===== src/hw/rtl/tmp3d_pkg.sv =====
package tmp3d_pkg;

  // Field widths
  localparam int COORD_W = 32;
  localparam int SPD_W   = 23;

  // Datapath widths
  localparam int DIFF_W = COORD_W + 1;
  localparam int DIST_W = COORD_W + 1;
  localparam int SUM_W  = 2 * DIST_W;
  localparam int OPW    = (DIST_W > SPD_W) ? DIST_W : SPD_W;
  localparam int PROD_W = 2 * OPW;
  localparam int QUO_W  = SPD_W + 1;
  localparam int NUM_W  = QUO_W + OPW;
  localparam int BRK_W  = 2 * SPD_W;
  localparam int SGN_W  = BRK_W + 2;
  localparam int AX_W   = 2;

  // Axis codes
  localparam logic [AX_W-1:0] AX_X    = 2'd0;
  localparam logic [AX_W-1:0] AX_LAST = 2'd2;

  // Configuration register indexes
  localparam int CFG_IDX_W = 1;
  localparam logic [CFG_IDX_W-1:0] CFG_ACCEL  = 1'b0;
  localparam logic [CFG_IDX_W-1:0] CFG_MAXSPD = 1'b1;

  // Opcodes
  localparam logic OP_LOAD = 1'b0;
  localparam logic OP_STEP = 1'b1;

  typedef struct packed {
    logic                      opcode;
    logic signed [COORD_W-1:0] coord_x;
    logic signed [COORD_W-1:0] coord_y;
    logic signed [COORD_W-1:0] coord_z;
  } in_item_t;

  typedef struct packed {
    logic signed [COORD_W-1:0] pos_x;
    logic signed [COORD_W-1:0] pos_y;
    logic signed [COORD_W-1:0] pos_z;
    logic [SPD_W-1:0]          cur_speed;
  } out_item_t;

  typedef enum logic [4:0] {
    ST_IDLE, ST_DIFF,
    ST_NDIV_GO, ST_NDIV_WAIT,
    ST_M1_GO, ST_M1_WAIT,
    ST_M2_GO, ST_M2_WAIT,
    ST_M3_GO, ST_M3_WAIT,
    ST_SQ_GO, ST_SQ_WAIT,
    ST_SQRT_GO, ST_SQRT_WAIT,
    ST_SPD1, ST_SPD2,
    ST_STM_GO, ST_STM_WAIT,
    ST_STD_GO, ST_STD_WAIT,
    ST_OUT
  } state_t;

  typedef enum logic [4:0] {
    CMD_NONE, CMD_LOAD, CMD_DIFF,
    CMD_NDIV_START, CMD_NDIV_CAP,
    CMD_M1_START, CMD_M1_CAP,
    CMD_M2_START, CMD_M2_CAP,
    CMD_M3_START, CMD_M3_CAP,
    CMD_SQ_START, CMD_SQ_CAP,
    CMD_SQRT_START, CMD_SQRT_CAP,
    CMD_SPD1, CMD_SPD2,
    CMD_STM_START, CMD_STM_CAP,
    CMD_STD_START, CMD_STD_CAP,
    CMD_OUT
  } dp_op_t;

  typedef struct packed {
    dp_op_t          op;
    logic [AX_W-1:0] axis;
  } dp_cmd_t;

  typedef struct packed {
    logic mul_done;
    logic div_done;
    logic sqrt_done;
    logic snap;
    logic out_free;
  } dp_stat_t;

endpackage


===== src/hw/rtl/tmp3d_mul.sv =====
// Sequential multiplier, one 4-bit digit of op_b per cycle, MSB first
module tmp3d_mul (
  input  logic                         clk,
  input  logic                         rst_n,
  input  logic                         start,
  input  logic [tmp3d_pkg::OPW-1:0]    op_a,
  input  logic [tmp3d_pkg::OPW-1:0]    op_b,
  output logic                         done,
  output logic [tmp3d_pkg::PROD_W-1:0] prod
);

  localparam int OPW   = tmp3d_pkg::OPW;
  localparam int PW    = tmp3d_pkg::PROD_W;
  localparam int DIG_W = 4;
  localparam int MDIG  = (OPW + DIG_W - 1) / DIG_W;
  localparam int MBP   = MDIG * DIG_W;
  localparam int CNT_W = $clog2(MDIG);

  logic             busy_r;
  logic             done_r;
  logic [CNT_W-1:0] cnt_r;
  logic [PW-1:0]    acc_r;
  logic [OPW-1:0]   mcand_r;
  logic [MBP-1:0]   mplier_r;
  logic [OPW+DIG_W-1:0] pp;

  // partial product of one digit
  assign pp = {{DIG_W{1'b0}}, mcand_r} * {{OPW{1'b0}}, mplier_r[MBP-1 -: DIG_W]};

  // control
  always_ff @(posedge clk) begin
    if (!rst_n) begin
      busy_r <= 1'b0;
      done_r <= 1'b0;
      cnt_r  <= '0;
    end else if (start) begin
      busy_r <= 1'b1;
      done_r <= 1'b0;
      cnt_r  <= '0;
    end else if (busy_r) begin
      cnt_r <= cnt_r + CNT_W'(1);
      if (cnt_r == CNT_W'(MDIG - 1)) begin
        busy_r <= 1'b0;
        done_r <= 1'b1;
      end
    end
  end

  // data
  always_ff @(posedge clk) begin
    if (start) begin
      acc_r    <= '0;
      mcand_r  <= op_a;
      mplier_r <= {{(MBP-OPW){1'b0}}, op_b};
    end else if (busy_r) begin
      acc_r    <= {acc_r[PW-1-DIG_W:0], {DIG_W{1'b0}}} + {{(PW-OPW-DIG_W){1'b0}}, pp};
      mplier_r <= {mplier_r[MBP-1-DIG_W:0], {DIG_W{1'b0}}};
    end
  end

  assign done = done_r;
  assign prod = acc_r;

endmodule


===== src/hw/rtl/tmp3d_div.sv =====
// Restoring divider, one quotient bit per cycle; needs num < den * 2^QUO_W
module tmp3d_div (
  input  logic                        clk,
  input  logic                        rst_n,
  input  logic                        start,
  input  logic [tmp3d_pkg::NUM_W-1:0] num,
  input  logic [tmp3d_pkg::OPW-1:0]   den,
  output logic                        done,
  output logic [tmp3d_pkg::QUO_W-1:0] quo
);

  localparam int OPW   = tmp3d_pkg::OPW;
  localparam int QW    = tmp3d_pkg::QUO_W;
  localparam int NW    = tmp3d_pkg::NUM_W;
  localparam int CNT_W = $clog2(QW);

  logic             busy_r;
  logic             done_r;
  logic [CNT_W-1:0] cnt_r;
  logic [OPW-1:0]   rem_r;
  logic [OPW-1:0]   den_r;
  logic [QW-1:0]    q_r;
  logic [OPW:0]     trial;
  logic [OPW:0]     diff;
  logic             ge;

  // one trial subtraction
  assign trial = {rem_r, q_r[QW-1]};
  assign ge    = trial >= {1'b0, den_r};
  assign diff  = trial - {1'b0, den_r};

  always_ff @(posedge clk) begin
    if (!rst_n) begin
      busy_r <= 1'b0;
      done_r <= 1'b0;
      cnt_r  <= '0;
    end else if (start) begin
      busy_r <= 1'b1;
      done_r <= 1'b0;
      cnt_r  <= '0;
    end else if (busy_r) begin
      cnt_r <= cnt_r + CNT_W'(1);
      if (cnt_r == CNT_W'(QW - 1)) begin
        busy_r <= 1'b0;
        done_r <= 1'b1;
      end
    end
  end

  always_ff @(posedge clk) begin
    if (start) begin
      rem_r <= num[NW-1:QW];
      q_r   <= num[QW-1:0];
      den_r <= den;
    end else if (busy_r) begin
      rem_r <= ge ? diff[OPW-1:0] : trial[OPW-1:0];
      q_r   <= {q_r[QW-2:0], ge};
    end
  end

  assign done = done_r;
  assign quo  = q_r;

endmodule


===== src/hw/rtl/tmp3d_dp.sv =====
// Datapath: state, config, operand selection, square root, speed update and position step
module tmp3d_dp #(
  parameter int FRAC_BITS = 16
) (
  input  logic                            clk,
  input  logic                            rst_n,
  input  tmp3d_pkg::dp_cmd_t              cmd,
  output tmp3d_pkg::dp_stat_t             stat,
  input  tmp3d_pkg::in_item_t             in_item,
  input  logic                            cfg_valid,
  input  logic [tmp3d_pkg::CFG_IDX_W-1:0] cfg_index,
  input  logic [tmp3d_pkg::SPD_W-1:0]     cfg_wdata,
  output logic                            out_valid,
  input  logic                            out_stall,
  output tmp3d_pkg::out_item_t            out_item
);

  localparam int CW    = tmp3d_pkg::COORD_W;
  localparam int SW    = tmp3d_pkg::SPD_W;
  localparam int DFW   = tmp3d_pkg::DIFF_W;
  localparam int DW    = tmp3d_pkg::DIST_W;
  localparam int SMW   = tmp3d_pkg::SUM_W;
  localparam int OPW   = tmp3d_pkg::OPW;
  localparam int PW    = tmp3d_pkg::PROD_W;
  localparam int QW    = tmp3d_pkg::QUO_W;
  localparam int NW    = tmp3d_pkg::NUM_W;
  localparam int BW    = tmp3d_pkg::BRK_W;
  localparam int GW    = tmp3d_pkg::SGN_W;
  localparam int SQC_W = $clog2(DW);

  localparam longint ACCEL_RAW  = (longint'(1) << FRAC_BITS) / 5;
  localparam longint MAXSPD_RAW = longint'(20) << FRAC_BITS;
  localparam logic [SW-1:0] ACCEL_RST  = ACCEL_RAW[SW-1:0];
  localparam logic [SW-1:0] MAXSPD_RST = MAXSPD_RAW[SW-1:0];

  // kept state and config
  logic [SW-1:0]          accel_r;
  logic [SW-1:0]          maxspd_r;
  logic signed [CW-1:0]   pos_r [3];
  logic [SW-1:0]          sp_r;
  logic                   out_valid_r;
  tmp3d_pkg::out_item_t   out_r;

  // per-item scratch
  logic signed [CW-1:0]   tgt_r [3];
  logic signed [DFW-1:0]  dif_r [3];
  logic [SW-1:0]          aeff_r;
  logic [SW-1:0]          n_r;
  logic [BW-1:0]          p1_r;
  logic [SW-1:0]          t_r;
  logic [BW-1:0]          brake_r;
  logic [SMW-1:0]         sum_r;
  logic [DW-1:0]          dist_r;
  logic                   snap_r;
  logic signed [SW+1:0]   s1_r;
  logic [NW-1:0]          num_r;

  // square root
  logic                   sq_busy_r;
  logic                   sq_done_r;
  logic [SQC_W-1:0]       sq_cnt_r;
  logic [SMW-1:0]         sq_rad_r;
  logic [DW+1:0]          sq_rem_r;
  logic [DW-1:0]          sq_root_r;
  logic [DW+3:0]          sq_sh;
  logic [DW+3:0]          sq_trial;
  logic [DW+3:0]          sq_diff;
  logic                   sq_ge;

  // shared units
  logic                   mul_start;
  logic [OPW-1:0]         mul_a;
  logic [OPW-1:0]         mul_b;
  logic                   mul_done;
  logic [PW-1:0]          mul_prod;
  logic                   div_start;
  logic [NW-1:0]          div_num;
  logic [OPW-1:0]         div_den;
  logic                   div_done;
  logic [QW-1:0]          div_quo;

  logic                   out_free;
  logic signed [DFW-1:0]  dif_sel;
  logic [DFW-1:0]         dif_mag;
  logic [SW-1:0]          n_less;

  // speed update terms
  logic signed [GW-1:0]   dist_s;
  logic signed [GW-1:0]   sp_s;
  logic signed [GW-1:0]   brake_s;
  logic signed [GW-1:0]   s1_s;
  logic signed [GW-1:0]   rem1;
  logic signed [GW-1:0]   rem2;
  logic signed [SW+1:0]   sp_e;
  logic signed [SW+1:0]   a_e;
  logic signed [SW+1:0]   max_e;
  logic signed [SW+1:0]   s1_nxt;
  logic signed [SW+1:0]   s2;
  logic [SW-1:0]          spd_nxt;

  // position step
  logic [QW-1:0]          step;
  logic signed [CW+1:0]   pos_e;
  logic signed [CW+1:0]   step_e;
  logic signed [CW+1:0]   np;
  logic signed [CW-1:0]   np_sat;

  assign out_free = !out_valid_r || !out_stall;

  // magnitude of the selected axis difference
  assign dif_sel = dif_r[cmd.axis];
  assign dif_mag = dif_sel[DFW-1] ? (~dif_sel + DFW'(1)) : dif_sel;
  assign n_less  = (n_r == '0) ? '0 : n_r - SW'(1);

  // multiplier operands
  always_comb begin
    mul_start = 1'b0;
    mul_a     = '0;
    mul_b     = '0;
    case (cmd.op)
      tmp3d_pkg::CMD_M1_START: begin
        mul_start = 1'b1;
        mul_a     = OPW'(n_r);
        mul_b     = OPW'(sp_r);
      end
      tmp3d_pkg::CMD_M2_START: begin
        mul_start = 1'b1;
        mul_a     = OPW'(aeff_r);
        mul_b     = OPW'(n_r);
      end
      tmp3d_pkg::CMD_M3_START: begin
        mul_start = 1'b1;
        mul_a     = OPW'(t_r);
        mul_b     = OPW'(n_less);
      end
      tmp3d_pkg::CMD_SQ_START: begin
        mul_start = 1'b1;
        mul_a     = OPW'(dif_mag);
        mul_b     = OPW'(dif_mag);
      end
      tmp3d_pkg::CMD_STM_START: begin
        mul_start = 1'b1;
        mul_a     = OPW'(sp_r);
        mul_b     = OPW'(dif_mag);
      end
      default: begin
      end
    endcase
  end

  // divider operands
  always_comb begin
    div_start = 1'b0;
    div_num   = '0;
    div_den   = '0;
    case (cmd.op)
      tmp3d_pkg::CMD_NDIV_START: begin
        div_start = 1'b1;
        div_num   = {{(NW-SW){1'b0}}, (sp_r > aeff_r) ? sp_r - SW'(1) : SW'(0)};
        div_den   = OPW'(aeff_r);
      end
      tmp3d_pkg::CMD_STD_START: begin
        div_start = 1'b1;
        div_num   = num_r;
        div_den   = OPW'(dist_r);
      end
      default: begin
      end
    endcase
  end

  tmp3d_mul u_mul (
    .clk   (clk),
    .rst_n (rst_n),
    .start (mul_start),
    .op_a  (mul_a),
    .op_b  (mul_b),
    .done  (mul_done),
    .prod  (mul_prod)
  );

  tmp3d_div u_div (
    .clk   (clk),
    .rst_n (rst_n),
    .start (div_start),
    .num   (div_num),
    .den   (div_den),
    .done  (div_done),
    .quo   (div_quo)
  );

  // square root step, two radicand bits per cycle
  assign sq_sh    = {sq_rem_r, sq_rad_r[SMW-1 -: 2]};
  assign sq_trial = {2'b00, sq_root_r, 2'b01};
  assign sq_ge    = sq_sh >= sq_trial;
  assign sq_diff  = sq_sh - sq_trial;

  // speed tests: lower first, then raise against the lowered speed
  assign dist_s  = {{(GW-DW){1'b0}}, dist_r};
  assign sp_s    = {{(GW-SW){1'b0}}, sp_r};
  assign brake_s = {2'b00, brake_r};
  assign s1_s    = {{(GW-SW-2){s1_r[SW+1]}}, s1_r};
  assign rem1    = dist_s - sp_s;
  assign rem2    = dist_s - s1_s;
  assign sp_e    = {2'b00, sp_r};
  assign a_e     = {2'b00, aeff_r};
  assign max_e   = {2'b00, maxspd_r};
  assign s1_nxt  = (brake_s > rem1) ? sp_e - a_e : sp_e;
  assign s2      = (brake_s < rem2) ? s1_r + a_e : s1_r;

  always_comb begin
    if (s2 > max_e) begin
      spd_nxt = maxspd_r;
    end else if (s2[SW+1]) begin
      spd_nxt = '0;
    end else begin
      spd_nxt = s2[SW-1:0];
    end
  end

  // position step with saturation; no step when distance is zero
  assign step   = (dist_r == '0) ? '0 : div_quo;
  assign pos_e  = {{2{pos_r[cmd.axis][CW-1]}}, pos_r[cmd.axis]};
  assign step_e = {{(CW+2-QW){1'b0}}, step};
  assign np     = dif_sel[DFW-1] ? pos_e - step_e : pos_e + step_e;

  always_comb begin
    if (np[CW+1:CW-1] == 3'b000 || np[CW+1:CW-1] == 3'b111) begin
      np_sat = np[CW-1:0];
    end else if (np[CW+1]) begin
      np_sat = {1'b1, {(CW-1){1'b0}}};
    end else begin
      np_sat = {1'b0, {(CW-1){1'b1}}};
    end
  end

  // kept state, config, output valid
  always_ff @(posedge clk) begin
    if (!rst_n) begin
      accel_r     <= ACCEL_RST;
      maxspd_r    <= MAXSPD_RST;
      pos_r[0]    <= '0;
      pos_r[1]    <= '0;
      pos_r[2]    <= '0;
      sp_r        <= '0;
      out_valid_r <= 1'b0;
      sq_busy_r   <= 1'b0;
      sq_done_r   <= 1'b0;
      sq_cnt_r    <= '0;
    end else begin
      if (cfg_valid) begin
        case (cfg_index)
          tmp3d_pkg::CFG_ACCEL:  accel_r  <= cfg_wdata;
          tmp3d_pkg::CFG_MAXSPD: maxspd_r <= cfg_wdata;
          default: begin
          end
        endcase
      end
      // output valid: set on a new result, cleared when taken
      if (cmd.op == tmp3d_pkg::CMD_OUT && out_free) begin
        out_valid_r <= 1'b1;
      end else if (out_valid_r && !out_stall) begin
        out_valid_r <= 1'b0;
      end
      // root iteration control
      if (cmd.op == tmp3d_pkg::CMD_SQRT_START) begin
        sq_busy_r <= 1'b1;
        sq_done_r <= 1'b0;
        sq_cnt_r  <= '0;
      end else if (sq_busy_r) begin
        sq_cnt_r <= sq_cnt_r + SQC_W'(1);
        if (sq_cnt_r == SQC_W'(DW - 1)) begin
          sq_busy_r <= 1'b0;
          sq_done_r <= 1'b1;
        end
      end
      case (cmd.op)
        tmp3d_pkg::CMD_LOAD: begin
          if (in_item.opcode == tmp3d_pkg::OP_LOAD) begin
            pos_r[0] <= in_item.coord_x;
            pos_r[1] <= in_item.coord_y;
            pos_r[2] <= in_item.coord_z;
          end
        end
        tmp3d_pkg::CMD_SPD2: begin
          if (snap_r) begin
            sp_r     <= '0;
            pos_r[0] <= tgt_r[0];
            pos_r[1] <= tgt_r[1];
            pos_r[2] <= tgt_r[2];
          end else begin
            sp_r <= spd_nxt;
          end
        end
        tmp3d_pkg::CMD_STD_CAP: begin
          if (div_done) begin
            pos_r[cmd.axis] <= np_sat;
          end
        end
        default: begin
        end
      endcase
    end
  end

  // per-item scratch registers
  always_ff @(posedge clk) begin
    if (cmd.op == tmp3d_pkg::CMD_SQRT_START) begin
      sq_rad_r  <= sum_r;
      sq_rem_r  <= '0;
      sq_root_r <= '0;
    end else if (sq_busy_r) begin
      sq_rad_r  <= {sq_rad_r[SMW-3:0], 2'b00};
      sq_rem_r  <= sq_ge ? sq_diff[DW+1:0] : sq_sh[DW+1:0];
      sq_root_r <= {sq_root_r[DW-2:0], sq_ge};
    end
    case (cmd.op)
      tmp3d_pkg::CMD_LOAD: begin
        tgt_r[0] <= in_item.coord_x;
        tgt_r[1] <= in_item.coord_y;
        tgt_r[2] <= in_item.coord_z;
      end
      tmp3d_pkg::CMD_DIFF: begin
        for (int k = 0; k < 3; k++) begin
          dif_r[k] <= {tgt_r[k][CW-1], tgt_r[k]} - {pos_r[k][CW-1], pos_r[k]};
        end
        aeff_r <= (accel_r == '0) ? SW'(1) : accel_r;
        sum_r  <= '0;
      end
      tmp3d_pkg::CMD_NDIV_CAP: begin
        if (div_done) begin
          n_r <= (sp_r > aeff_r) ? div_quo[SW-1:0] : '0;
        end
      end
      tmp3d_pkg::CMD_M1_CAP: begin
        if (mul_done) begin
          p1_r <= mul_prod[BW-1:0];
        end
      end
      tmp3d_pkg::CMD_M2_CAP: begin
        if (mul_done) begin
          t_r <= mul_prod[SW-1:0];
        end
      end
      tmp3d_pkg::CMD_M3_CAP: begin
        if (mul_done) begin
          brake_r <= p1_r - mul_prod[BW:1];
        end
      end
      tmp3d_pkg::CMD_SQ_CAP: begin
        if (mul_done) begin
          sum_r <= sum_r + mul_prod[SMW-1:0];
        end
      end
      tmp3d_pkg::CMD_SQRT_CAP: begin
        if (sq_done_r) begin
          dist_r <= sq_root_r;
        end
      end
      tmp3d_pkg::CMD_SPD1: begin
        snap_r <= dist_s < sp_s;
        s1_r   <= s1_nxt;
      end
      tmp3d_pkg::CMD_STM_CAP: begin
        if (mul_done) begin
          num_r <= mul_prod[NW-1:0] + {{(NW-DW+1){1'b0}}, dist_r[DW-1:1]};
        end
      end
      tmp3d_pkg::CMD_OUT: begin
        if (out_free) begin
          out_r.pos_x     <= pos_r[0];
          out_r.pos_y     <= pos_r[1];
          out_r.pos_z     <= pos_r[2];
          out_r.cur_speed <= sp_r;
        end
      end
      default: begin
      end
    endcase
  end

  assign stat.mul_done  = mul_done;
  assign stat.div_done  = div_done;
  assign stat.sqrt_done = sq_done_r;
  assign stat.snap      = snap_r;
  assign stat.out_free  = out_free;

  assign out_valid = out_valid_r;
  assign out_item  = out_r;

endmodule


===== src/hw/rtl/tmp3d_ctrl.sv =====
// Sequencer: walks one step item through the datapath micro-operations
module tmp3d_ctrl (
  input  logic                clk,
  input  logic                rst_n,
  input  logic                in_fire,
  input  logic                in_opcode,
  input  tmp3d_pkg::dp_stat_t stat,
  output logic                in_ready,
  output tmp3d_pkg::dp_cmd_t  cmd
);

  localparam int AW = tmp3d_pkg::AX_W;

  tmp3d_pkg::state_t state_r;
  tmp3d_pkg::state_t state_nxt;
  logic [AW-1:0]     axis_r;
  logic [AW-1:0]     axis_nxt;

  always_ff @(posedge clk) begin
    if (!rst_n) begin
      state_r <= tmp3d_pkg::ST_IDLE;
      axis_r  <= tmp3d_pkg::AX_X;
    end else begin
      state_r <= state_nxt;
      axis_r  <= axis_nxt;
    end
  end

  // next state
  always_comb begin
    state_nxt = state_r;
    axis_nxt  = axis_r;
    case (state_r)
      tmp3d_pkg::ST_IDLE: begin
        if (in_fire && in_opcode == tmp3d_pkg::OP_STEP) begin
          state_nxt = tmp3d_pkg::ST_DIFF;
        end
      end
      tmp3d_pkg::ST_DIFF: begin
        axis_nxt  = tmp3d_pkg::AX_X;
        state_nxt = tmp3d_pkg::ST_NDIV_GO;
      end
      tmp3d_pkg::ST_NDIV_GO: state_nxt = tmp3d_pkg::ST_NDIV_WAIT;
      tmp3d_pkg::ST_NDIV_WAIT: begin
        if (stat.div_done) state_nxt = tmp3d_pkg::ST_M1_GO;
      end
      tmp3d_pkg::ST_M1_GO: state_nxt = tmp3d_pkg::ST_M1_WAIT;
      tmp3d_pkg::ST_M1_WAIT: begin
        if (stat.mul_done) state_nxt = tmp3d_pkg::ST_M2_GO;
      end
      tmp3d_pkg::ST_M2_GO: state_nxt = tmp3d_pkg::ST_M2_WAIT;
      tmp3d_pkg::ST_M2_WAIT: begin
        if (stat.mul_done) state_nxt = tmp3d_pkg::ST_M3_GO;
      end
      tmp3d_pkg::ST_M3_GO: state_nxt = tmp3d_pkg::ST_M3_WAIT;
      tmp3d_pkg::ST_M3_WAIT: begin
        if (stat.mul_done) state_nxt = tmp3d_pkg::ST_SQ_GO;
      end
      tmp3d_pkg::ST_SQ_GO: state_nxt = tmp3d_pkg::ST_SQ_WAIT;
      tmp3d_pkg::ST_SQ_WAIT: begin
        if (stat.mul_done) begin
          if (axis_r == tmp3d_pkg::AX_LAST) begin
            axis_nxt  = tmp3d_pkg::AX_X;
            state_nxt = tmp3d_pkg::ST_SQRT_GO;
          end else begin
            axis_nxt  = axis_r + AW'(1);
            state_nxt = tmp3d_pkg::ST_SQ_GO;
          end
        end
      end
      tmp3d_pkg::ST_SQRT_GO: state_nxt = tmp3d_pkg::ST_SQRT_WAIT;
      tmp3d_pkg::ST_SQRT_WAIT: begin
        if (stat.sqrt_done) state_nxt = tmp3d_pkg::ST_SPD1;
      end
      tmp3d_pkg::ST_SPD1: state_nxt = tmp3d_pkg::ST_SPD2;
      tmp3d_pkg::ST_SPD2: begin
        axis_nxt  = tmp3d_pkg::AX_X;
        state_nxt = stat.snap ? tmp3d_pkg::ST_OUT : tmp3d_pkg::ST_STM_GO;
      end
      tmp3d_pkg::ST_STM_GO: state_nxt = tmp3d_pkg::ST_STM_WAIT;
      tmp3d_pkg::ST_STM_WAIT: begin
        if (stat.mul_done) state_nxt = tmp3d_pkg::ST_STD_GO;
      end
      tmp3d_pkg::ST_STD_GO: state_nxt = tmp3d_pkg::ST_STD_WAIT;
      tmp3d_pkg::ST_STD_WAIT: begin
        if (stat.div_done) begin
          if (axis_r == tmp3d_pkg::AX_LAST) begin
            state_nxt = tmp3d_pkg::ST_OUT;
          end else begin
            axis_nxt  = axis_r + AW'(1);
            state_nxt = tmp3d_pkg::ST_STM_GO;
          end
        end
      end
      tmp3d_pkg::ST_OUT: begin
        if (stat.out_free) state_nxt = tmp3d_pkg::ST_IDLE;
      end
      default: state_nxt = tmp3d_pkg::ST_IDLE;
    endcase
  end

  // command outputs
  always_comb begin
    in_ready = 1'b0;
    cmd.axis = axis_r;
    cmd.op   = tmp3d_pkg::CMD_NONE;
    case (state_r)
      tmp3d_pkg::ST_IDLE: begin
        in_ready = 1'b1;
        if (in_fire) cmd.op = tmp3d_pkg::CMD_LOAD;
      end
      tmp3d_pkg::ST_DIFF:      cmd.op = tmp3d_pkg::CMD_DIFF;
      tmp3d_pkg::ST_NDIV_GO:   cmd.op = tmp3d_pkg::CMD_NDIV_START;
      tmp3d_pkg::ST_NDIV_WAIT: cmd.op = tmp3d_pkg::CMD_NDIV_CAP;
      tmp3d_pkg::ST_M1_GO:     cmd.op = tmp3d_pkg::CMD_M1_START;
      tmp3d_pkg::ST_M1_WAIT:   cmd.op = tmp3d_pkg::CMD_M1_CAP;
      tmp3d_pkg::ST_M2_GO:     cmd.op = tmp3d_pkg::CMD_M2_START;
      tmp3d_pkg::ST_M2_WAIT:   cmd.op = tmp3d_pkg::CMD_M2_CAP;
      tmp3d_pkg::ST_M3_GO:     cmd.op = tmp3d_pkg::CMD_M3_START;
      tmp3d_pkg::ST_M3_WAIT:   cmd.op = tmp3d_pkg::CMD_M3_CAP;
      tmp3d_pkg::ST_SQ_GO:     cmd.op = tmp3d_pkg::CMD_SQ_START;
      tmp3d_pkg::ST_SQ_WAIT:   cmd.op = tmp3d_pkg::CMD_SQ_CAP;
      tmp3d_pkg::ST_SQRT_GO:   cmd.op = tmp3d_pkg::CMD_SQRT_START;
      tmp3d_pkg::ST_SQRT_WAIT: cmd.op = tmp3d_pkg::CMD_SQRT_CAP;
      tmp3d_pkg::ST_SPD1:      cmd.op = tmp3d_pkg::CMD_SPD1;
      tmp3d_pkg::ST_SPD2:      cmd.op = tmp3d_pkg::CMD_SPD2;
      tmp3d_pkg::ST_STM_GO:    cmd.op = tmp3d_pkg::CMD_STM_START;
      tmp3d_pkg::ST_STM_WAIT:  cmd.op = tmp3d_pkg::CMD_STM_CAP;
      tmp3d_pkg::ST_STD_GO:    cmd.op = tmp3d_pkg::CMD_STD_START;
      tmp3d_pkg::ST_STD_WAIT:  cmd.op = tmp3d_pkg::CMD_STD_CAP;
      tmp3d_pkg::ST_OUT:       cmd.op = tmp3d_pkg::CMD_OUT;
      default:                 cmd.op = tmp3d_pkg::CMD_NONE;
    endcase
  end

endmodule


===== src/hw/rtl/trapezoid_motion_profile_3d_unit.sv =====
// Trapezoidal point-to-point motion profile in 3D, signed Q16.16 positions.
// A load item (opcode 0) sets the position and gives no result.
// A step item (opcode 1) runs one item at a time through a sequencer and a
// shared datapath: a divide for the braking term count, three multiplies
// for the braking distance, three squares, a square root, then per axis
// one multiply and one divide for the step. After a snap the position is
// set to the target and the per-axis steps are skipped. The multiplier is
// 4-bit-per-cycle; the divider and root are 1-bit-per-cycle. The result
// sits in an output register, so the next item is taken while it waits.
// Configuration writes are always ready; write only while idle.
module trapezoid_motion_profile_3d_unit #(
  parameter int FRAC_BITS = 16
) (
  input  logic                            clk,
  input  logic                            rst_n,
  input  logic                            in_valid,
  output logic                            in_stall,
  input  tmp3d_pkg::in_item_t             in_item,
  output logic                            out_valid,
  input  logic                            out_stall,
  output tmp3d_pkg::out_item_t            out_item,
  input  logic                            cfg_valid,
  output logic                            cfg_ready,
  input  logic [tmp3d_pkg::CFG_IDX_W-1:0] cfg_index,
  input  logic [tmp3d_pkg::SPD_W-1:0]     cfg_wdata
);

  logic                in_ready;
  logic                in_fire;
  tmp3d_pkg::dp_cmd_t  cmd;
  tmp3d_pkg::dp_stat_t stat;

  assign in_stall  = !in_ready;
  assign in_fire   = in_valid && in_ready;
  assign cfg_ready = 1'b1;

  tmp3d_ctrl u_ctrl (
    .clk       (clk),
    .rst_n     (rst_n),
    .in_fire   (in_fire),
    .in_opcode (in_item.opcode),
    .stat      (stat),
    .in_ready  (in_ready),
    .cmd       (cmd)
  );

  tmp3d_dp #(
    .FRAC_BITS (FRAC_BITS)
  ) u_dp (
    .clk       (clk),
    .rst_n     (rst_n),
    .cmd       (cmd),
    .stat      (stat),
    .in_item   (in_item),
    .cfg_valid (cfg_valid),
    .cfg_index (cfg_index),
    .cfg_wdata (cfg_wdata),
    .out_valid (out_valid),
    .out_stall (out_stall),
    .out_item  (out_item)
  );

  // a result only appears after the output command
  a_out_after_cmd: assert property (@(posedge clk) disable iff (!rst_n)
    $rose(out_valid) |-> $past(cmd.op) == tmp3d_pkg::CMD_OUT)
    else $error("result raised without output command");

  // items are latched only when accepted in idle
  a_load_on_accept: assert property (@(posedge clk) disable iff (!rst_n)
    (cmd.op == tmp3d_pkg::CMD_LOAD) |-> (in_fire && in_ready))
    else $error("item latched without accept");

  // axis index stays within the three axes
  a_axis_range: assert property (@(posedge clk) disable iff (!rst_n)
    cmd.axis <= tmp3d_pkg::AX_LAST)
    else $error("axis index out of range");

endmodule

===== config.mk =====
export PLATFORM = sky130hd
export DESIGN_NAME = trapezoid_motion_profile_3d_unit
export DESIGN_NICKNAME = d
export VERILOG_FILES = /design/src/hw/rtl/tmp3d_pkg.sv /design/src/hw/rtl/tmp3d_mul.sv /design/src/hw/rtl/tmp3d_div.sv /design/src/hw/rtl/tmp3d_dp.sv /design/src/hw/rtl/tmp3d_ctrl.sv /design/src/hw/rtl/trapezoid_motion_profile_3d_unit.sv
export SDC_FILE = /design/constraint.sdc
export NUM_CORES = 2
export LEC_CHECK = 0
export ABC_AREA = 1
export BUFFER_PORTS_ARGS = -buffer_cell sky130_fd_sc_hd__buf_4
export CELL_PAD_IN_SITES_DETAIL_PLACEMENT = 0
export CELL_PAD_IN_SITES_GLOBAL_PLACEMENT = 1
export CORE_MARGIN = 2
export CORE_UTILIZATION = 49
export DETAILED_ROUTE_END_ITERATION = 8
export HOLD_SLACK_MARGIN = 0.02
export PLACE_DENSITY = 0.88
export SYNTH_ARGS = -nofsm -noshare
export SYNTH_HDL_FRONTEND = slang
export SYNTH_SLANG_ARGS = --single-unit

===== constraint.sdc =====
create_clock -name clk -period 8.45 [get_ports clk]
set_input_delay 1.69 -clock clk [delete_from_list [all_inputs] [get_ports clk]]
set_output_delay 1.69 -clock clk [all_outputs]
set_load 0.02 [all_outputs]

# Yosys cells after proc, flatten, opt, wreduce, memory -nomap -nowiden
# Memories as Yosys holds them, arrays and structs flattened. A register that Yosys moved wholly into a read port is not among the register bits.
# Index checks and enable logic that the tools add are counted.
dict set report totals {
  regBits 918
  mem_bits_rw 291
  inputBits 126
  elab_cells 276
  n_memories 3
}
# name words width read_ports rd_ports_with_merged_regs write_ports line_no
set mem_list {}
lappend mem_list {u_dp.dif_r 3 33 1 1 3 tmp3d_dp.sv:46} ;# logic signed [DFW-1:0] dif_r [3];
lappend mem_list {u_dp.pos_r 3 32 4 1 3 tmp3d_dp.sv:39} ;# logic signed [CW-1:0] pos_r [3];
lappend mem_list {u_dp.tgt_r 3 32 3 0 3 tmp3d_dp.sv:45} ;# logic signed [CW-1:0] tgt_r [3];
dict set report op_classes {
  n_addsub 22
  multipliers 1
  n_lt_le_gt_ge 7
  n_eq_ne 58
  n_mux 93
  bitwise_logic 9
  reduce_logical 43
}
# operator count
set ops {}
lappend ops {{32-bit two-way mux} 9}
lappend ops {{5-bit one-hot mux with 21 select lines} 2}
lappend ops {{33-bit two-way mux} 6}
lappend ops {{66-bit two-way mux} 3}
lappend ops {{33-bit one-hot mux with 5 select lines} 1}
lappend ops {{23-bit two-way mux} 6}
lappend ops {{33-bit one-hot mux with 4 select lines} 1}
lappend ops {{66-bit one-hot mux with 2 select lines} 1}
lappend ops {{57-bit one-hot mux with 2 select lines} 1}
lappend ops {{32-bit by 32-bit subtractor with 33-bit output} 3}
lappend ops {{5-bit by 4-bit equality test with 1-bit output, second input constant} 16}
lappend ops {{24-bit two-way mux} 3}
lappend ops {{66-bit by 37-bit adder with 66-bit output} 1}
lappend ops {{66-bit adder} 1}
lappend ops {{33-bit one-hot mux with 2 select lines} 1}
lappend ops {{5-bit equality test, second input constant} 12}
lappend ops {{57-bit by 32-bit adder with 57-bit output} 1}
lappend ops {{5-bit two-way mux} 10}
lappend ops {{47-bit by 48-bit greater-than comparator with 1-bit output} 1}
lappend ops {{47-bit by 48-bit < comparator with 1-bit output} 1}
lappend ops {{23-bit zero test} 2}
lappend ops {{23-bit by 1-bit subtractor with 23-bit output, second input constant} 2}
lappend ops {{46-bit subtractor} 1}
lappend ops {{5-bit by 3-bit equality test with 1-bit output, second input constant} 8}
lappend ops {{other kinds (51)} 140}

# Logic depth before layout (Yosys ltp)
dict set report logic_depth {
  ltp_word 12
  mapped_depth 49
}

# By module
# From an unflattened synthesis, not the netlist that was laid out.
dict set report unflattened {
  hier_cells 10851
  area_unflattened_um2 87308.7
}
# module n_inst cells_per_inst area_per_inst_um2 seq_area_each_um2
set by_module_without_submodules {}
lappend by_module_without_submodules {tmp3d_dp 1 7869 66973.0 28447.3}
lappend by_module_without_submodules {tmp3d_mul 1 1879 12650.9 3483.3}
lappend by_module_without_submodules {tmp3d_div 1 964 6901.6 2842.7}
lappend by_module_without_submodules {tmp3d_ctrl 1 134 760.7 140.1}
lappend by_module_without_submodules {trapezoid_motion_profile_3d_unit 1 5 22.5 0.0}

# Worst setup path before layout
# Ideal clock, no wire load.
dict set report synth_timing {
  kind {input -> register}
  startpoint {input port out_stall}
  endpoint {register u_dp.out_r (netlist bit u_dp.out_item[0]), enable pin}
  setup_time_ns 0.637
  arrival_ns 7.297
  path_slack_ns 0.516
  stages 1
  cell_sequence {a21oi_1}
}
dict set report synth_via {
  elab_chain_cells 3
}
# item line_no
set synth_lines {}
lappend synth_lines {{start: declaration} trapezoid_motion_profile_3d_unit.sv:20} ;# input logic out_stall,
lappend synth_lines {{1-bit zero test} tmp3d_dp.sv:108} ;# assign out_free = !out_valid_r || !out_stall;
lappend synth_lines {{1-bit logical OR} tmp3d_dp.sv:108}
lappend synth_lines {{2-bit AND reduction (no source line)} --}
lappend synth_lines {{end: declaration} tmp3d_dp.sv:42} ;# tmp3d_pkg::out_item_t out_r;
# Every way passes these cells.
# A chain may end at the register's enable or synchronous reset.

# Worst setup path after layout
dict set report layout_timing {
  startpoint {register u_dp.s1_r[2]}
  endpoint {register u_dp.sp_r[10]}
}
dict set report layout_via {
  elab_chain_cells 6
  word_cells_on_any_way 8
  classes_between {2 x add/sub; 2 x order compare; 4 x mux}
}
# item line_no
set layout_lines {}
lappend layout_lines {{start: declaration} tmp3d_dp.sv:55} ;# logic signed [SW+1:0] s1_r;
lappend layout_lines {{start signal: assignment} tmp3d_dp.sv:362} ;# s1_r <= s1_nxt;
lappend layout_lines {{34-bit by 24-bit subtractor with 35-bit output} tmp3d_dp.sv:204} ;# assign rem2 = dist_s - s1_s;
lappend layout_lines {{47-bit by 48-bit < comparator with 1-bit output} tmp3d_dp.sv:209} ;# assign s2 = (brake_s < rem2) ? s1_r + a_e : s1_r;
lappend layout_lines {{25-bit two-way mux (*)} tmp3d_dp.sv:209}
lappend layout_lines {{25-bit by 24-bit greater-than comparator with 1-bit output or 23-bit two-way mux (tied branches)} {tmp3d_dp.sv:212, tmp3d_dp.sv:214}}
lappend layout_lines {{23-bit two-way mux (*)} tmp3d_dp.sv:212} ;# if (s2 > max_e) begin
lappend layout_lines {{23-bit two-way mux (*)} tmp3d_dp.sv:286} ;# if (snap_r) begin
lappend layout_lines {{end signal: assignment} tmp3d_dp.sv:292} ;# sp_r <= spd_nxt;
lappend layout_lines {{end: declaration} tmp3d_dp.sv:40} ;# logic [SW-1:0] sp_r;
# Mark *: on every way between the ends. The rest lies on a longest branch, timed or not.

==> flow_summary.ini <==
[detailed_routing]
drt_iter0_drc = 8280
routed_wl_mm = 308.0
vias_per_cell = 5.926
drcViolationCount = 0
vias = 73405
wl_per_cell_um = 24.87
final_antenna_net_count = 0
drt_first_pass_iters = 6

[die]
coreArea_mm2 = 0.1674
die_height_um = 414.7
die_w_um = 414.7
start_util_pct = 49.36
ios = 248
die_area_mm2 = 0.1719
fp-row-count = 150

[logic_synthesis]
synth_enable_flop_cells = 1006
synth-seq-cells = 1243
syn-cell-area_mm2 = 0.08264
yosys.area.top_type_share_pct = 36.56
yosys_warnings = 0
synth_nets = 10646
synth-compound-area-share_pct = 15.83
synth_top_family_by_area = simple AND/OR/NAND/NOR gates
synth_simple_gate_area_share_pct = 17.07
yosysTopAreaCell = edfxtp_1
seq_area_frac_synth_pct = 42.30
synth-async-reset-ratio_pct = 0
yosys.area_share.xor_xnor_pct = 5.142
synth-adder-area-share_pct = 11.71
synthTopCellsByArea = edfxtp_1 (37%), ha_1 (9.1%), nand2_1 (8.9%), inv_1 (6.4%), dfxtp_1 (5.7%)
syn_inst = 9810
synth.distinct_cells = 67
synthMuxAreaShare_pct = 0
synth_flop_cell = edfxtp_1
syn_area_per_cell_um2 = 8.424

[worst_setup_path]
critical_path.slowest_cell = o21ai_0
cp_max_fo = 14
arrival_ns = 8.57
startpoint_type = register
required_ns = 9.12
reg2reg_to = u_dp.sp_r[10]
reg2regPathDepth = 42
rr_startpoint = u_dp.s1_r[2]
critical_path_class = register to register
cp-end-kind = register
critPathMaxStageDelay_ns = 0.52
regToRegSetupSlack_ns = 0.56

[timing]
finalSetupViolCount = 0
fin_tns_setup_ns = 0
fin_worst_skew_ns = 0.03776
post-route-period-util_pct = 93.42
fmax_mhz = 126.7
period_needed_ns = 7.894
drv_slew = 0
slew-limit-headroom_pct = 7.966
tightest_slew_ns = 1.366
finalHoldViolCount = 0
rsz0062_at_grt = no

[clock_tree]
h-tree-depth = 4
clkTransAtPathRegs_ns = 0.06
cts.sink_count = 1243
cts_tree = done
clk_latency_ns = 0.83
holdBufCountCts = 0
cts_buffers = 145
clockBufferDepth = 3
cts_root_buf = clkbuf_16

[min_path]
min_from = u_dp.accel_r[16]
hold_depth = 0
hp-class = register to register
hold_end = u_dp.aeff_r[16]

[power]
p_int_uw = 18420
swShare_pct = 49.69
p_switching_uw = 18190
p_leak_uw = 0.03993
p_clk_share_pct = 17.4
peakVddDrop_mv = 0.4338
pwr-share-comb_pct = 55.9
p_seq_share_pct = 26.7
power.density_mw_per_mm2 = 397.9
total_power_uw = 36610

[grt]
gr-total-overflow = 0
grt_first_pass_wirelength_mm = 451.6
grt_max_degree = 76
grt_usage_pct = 35.00
antenna_found_initial = 17
grt_pass1_vias = 69992

[final_layout]
drive_gt1_share_pct = 7.028
fin_nets = 10892
stdcell_area_mm2 = 0.09202
final_cells = 12386
area_delta_synth_final_pct = 11.36

[status]
status = completed

[placement]
gp_congestion = 1.014
port_buffers = 246
dp_hpwl_mm = 239.0
placedCellCount = 12111
dpl_cell_area_mm2 = 0.08724

[run]
maxCapViolations = 0
## timing repair
item,4_1_cts,5_1_grt
gates resized for setup,0,1
setup endpoints to repair,0,23
buffers inserted,0,2
## layout make-up
class | instances | area, um2
clock buffers | 183 | 3887
inverters | 1434 | 5391
clock inverters | 81 | 840.8
repair buffers | 378 | 2863
diodes | 9 | 22.52
flip-flops and latches | 1243 | 34960
well taps | 2204 | 2758
multi-input cells | 6854 | 41300
fillers | 15445 | 75390
## worst max-delay path by stage
| stage | start | end | depth (start not counted) |
|---|---|---|---|
| after floorplan | out_stall | u_dp.out_item[0] | 1 |
| after global placement | u_dp.s1_r[23] | u_dp.sp_r[9] | 37 |
| after detailed placement | u_dp.s1_r[23] | u_dp.sp_r[2] | 37 |
| after CTS | u_dp.s1_r[23] | u_dp.sp_r[2] | 37 |
| after global routing | u_dp.dist_r[0] | u_dp.sp_r[13] | 47 |
| final | u_dp.s1_r[2] | u_dp.sp_r[10] | 42 |
## cells in the final DEF, fill, tap and decap left out, types with 14 or more instances in the layout
cell	instances
a21boi_0	53
a31oi_1	93
fa_1	106
ha_1	604
o221ai_1	29
nand4_1	106
clkbuf_1	32
nand3_1	316
xnor2_1	180
a22oi_1	34
xor2_1	302
inv_1	1413
o21a_1	61
nand2_4	24
o211ai_1	52
clkinv_2	18
clkinv_1	26
edfxtp_1	1006
nor2_2	14
nand2_1	1945
o21bai_1	43
a211oi_1	21
a21oi_1	860
a221oi_1	34
a21o_1	22
clkbuf_16	150
o22ai_1	45
a32o_1	89
nand2_2	19
nor2_1	761
buf_4	376
o21ai_0	756
o2111ai_1	18
nor3_1	104
dfxtp_1	235
or2_2	20
nor4_1	44
## through the flow
| step | hold slack (ns) | worst slack (ns) | util [%] |
|---|---|---|---|
| after floorplan | 0.4264 | 0.5161 | - |
| after global placement | 0.4351 | 0.5898 | 52.11 |
| after detailed placement | 0.4318 | 0.5212 | 52.11 |
| after CTS | 0.4419 | 0.4708 | 54.93 |
| after global routing | 0.4535 | 0.02898 | 54.95 |
| final | 0.4388 | 0.5561 | 54.97 |
## power groups by stage
stage	combinational [uW]	clock, uW	sequential, uW
after floorplan	14000	0	9290
after global placement	19800	0	9810
after detailed placement	19900	0	9830
after CTS	20000	6440	9710
after global routing	22300	6640	9830
final	20500	6360	9780
## worst max-delay path: cells and delay by family (launching register included)
family | cells | cell delay (ns)
adders and majority gates | 3 | 0.99
and+or+nand+nor | 16 | 1.88
buffers and inverters | 6 | 0.94
DFF | 1 | 0.48
AOI/OAI and AO/OA | 16 | 3.21
xor gates and xnor gates | 1 | 0.21
## cell usage after synthesis, drive strengths merged (46+ instances only)
cell type and number:
a21boi 54, a21oi 861, a31oi 93, a32o 89, buf 54, clkbuf 225, dfxtp 237, edfxtp 1006
fa 106, ha 604, inv 1426, nand2 1988, nand3 319, nand4 106, nor2 787, nor3 109
o211ai 52, o21a 62, o21ai 766, o22ai 46, xnor2 180, xor2 303
## kinds of logic after synthesis
kind of cell	after synthesis
AOI/OAI and AO/OA	2257
DFF	1243
other	1
buffers and inverters	1713
and+or+nand+nor	3403
adders and majority gates	710
xor gates and xnor gates	483
## routing by layer
metal  wire length [um]  vias up  global-route usage, %
li1                   -    33919                      -
met1             126200    35339                  46.19
met2             139800     3459                  56.27
met3              26700      670                  6.100
met4              15240       18                  15.92
met5                119        -                      0
## state kept, by name, indices dropped and copies added, names as in the netlist, 24 cells and up, named ones only
name	flops
u_dp.brake_r	46
u_dp.u_mul.prod	66
u_dp.sq_rem_r	35
u_dp.u_mul.mplier_r	36
u_dp.u_div.rem_r	33
u_dp.sq_root_r	33
u_dp.tgt_r	96
u_dp.p1_r	46
u_dp.out_item	119
u_dp.dif_r	99
u_dp.sum_r	66
u_dp.s1_r	24
u_dp.u_mul.mcand_r	33
u_dp.num_r	57
u_dp.pos_r	128
u_dp.sq_rad_r	66
u_dp.u_div.den_r	33
u_dp.dist_r	33
u_dp.u_div.quo	24
No activity file was read; power rests on OpenSTA's default activity.
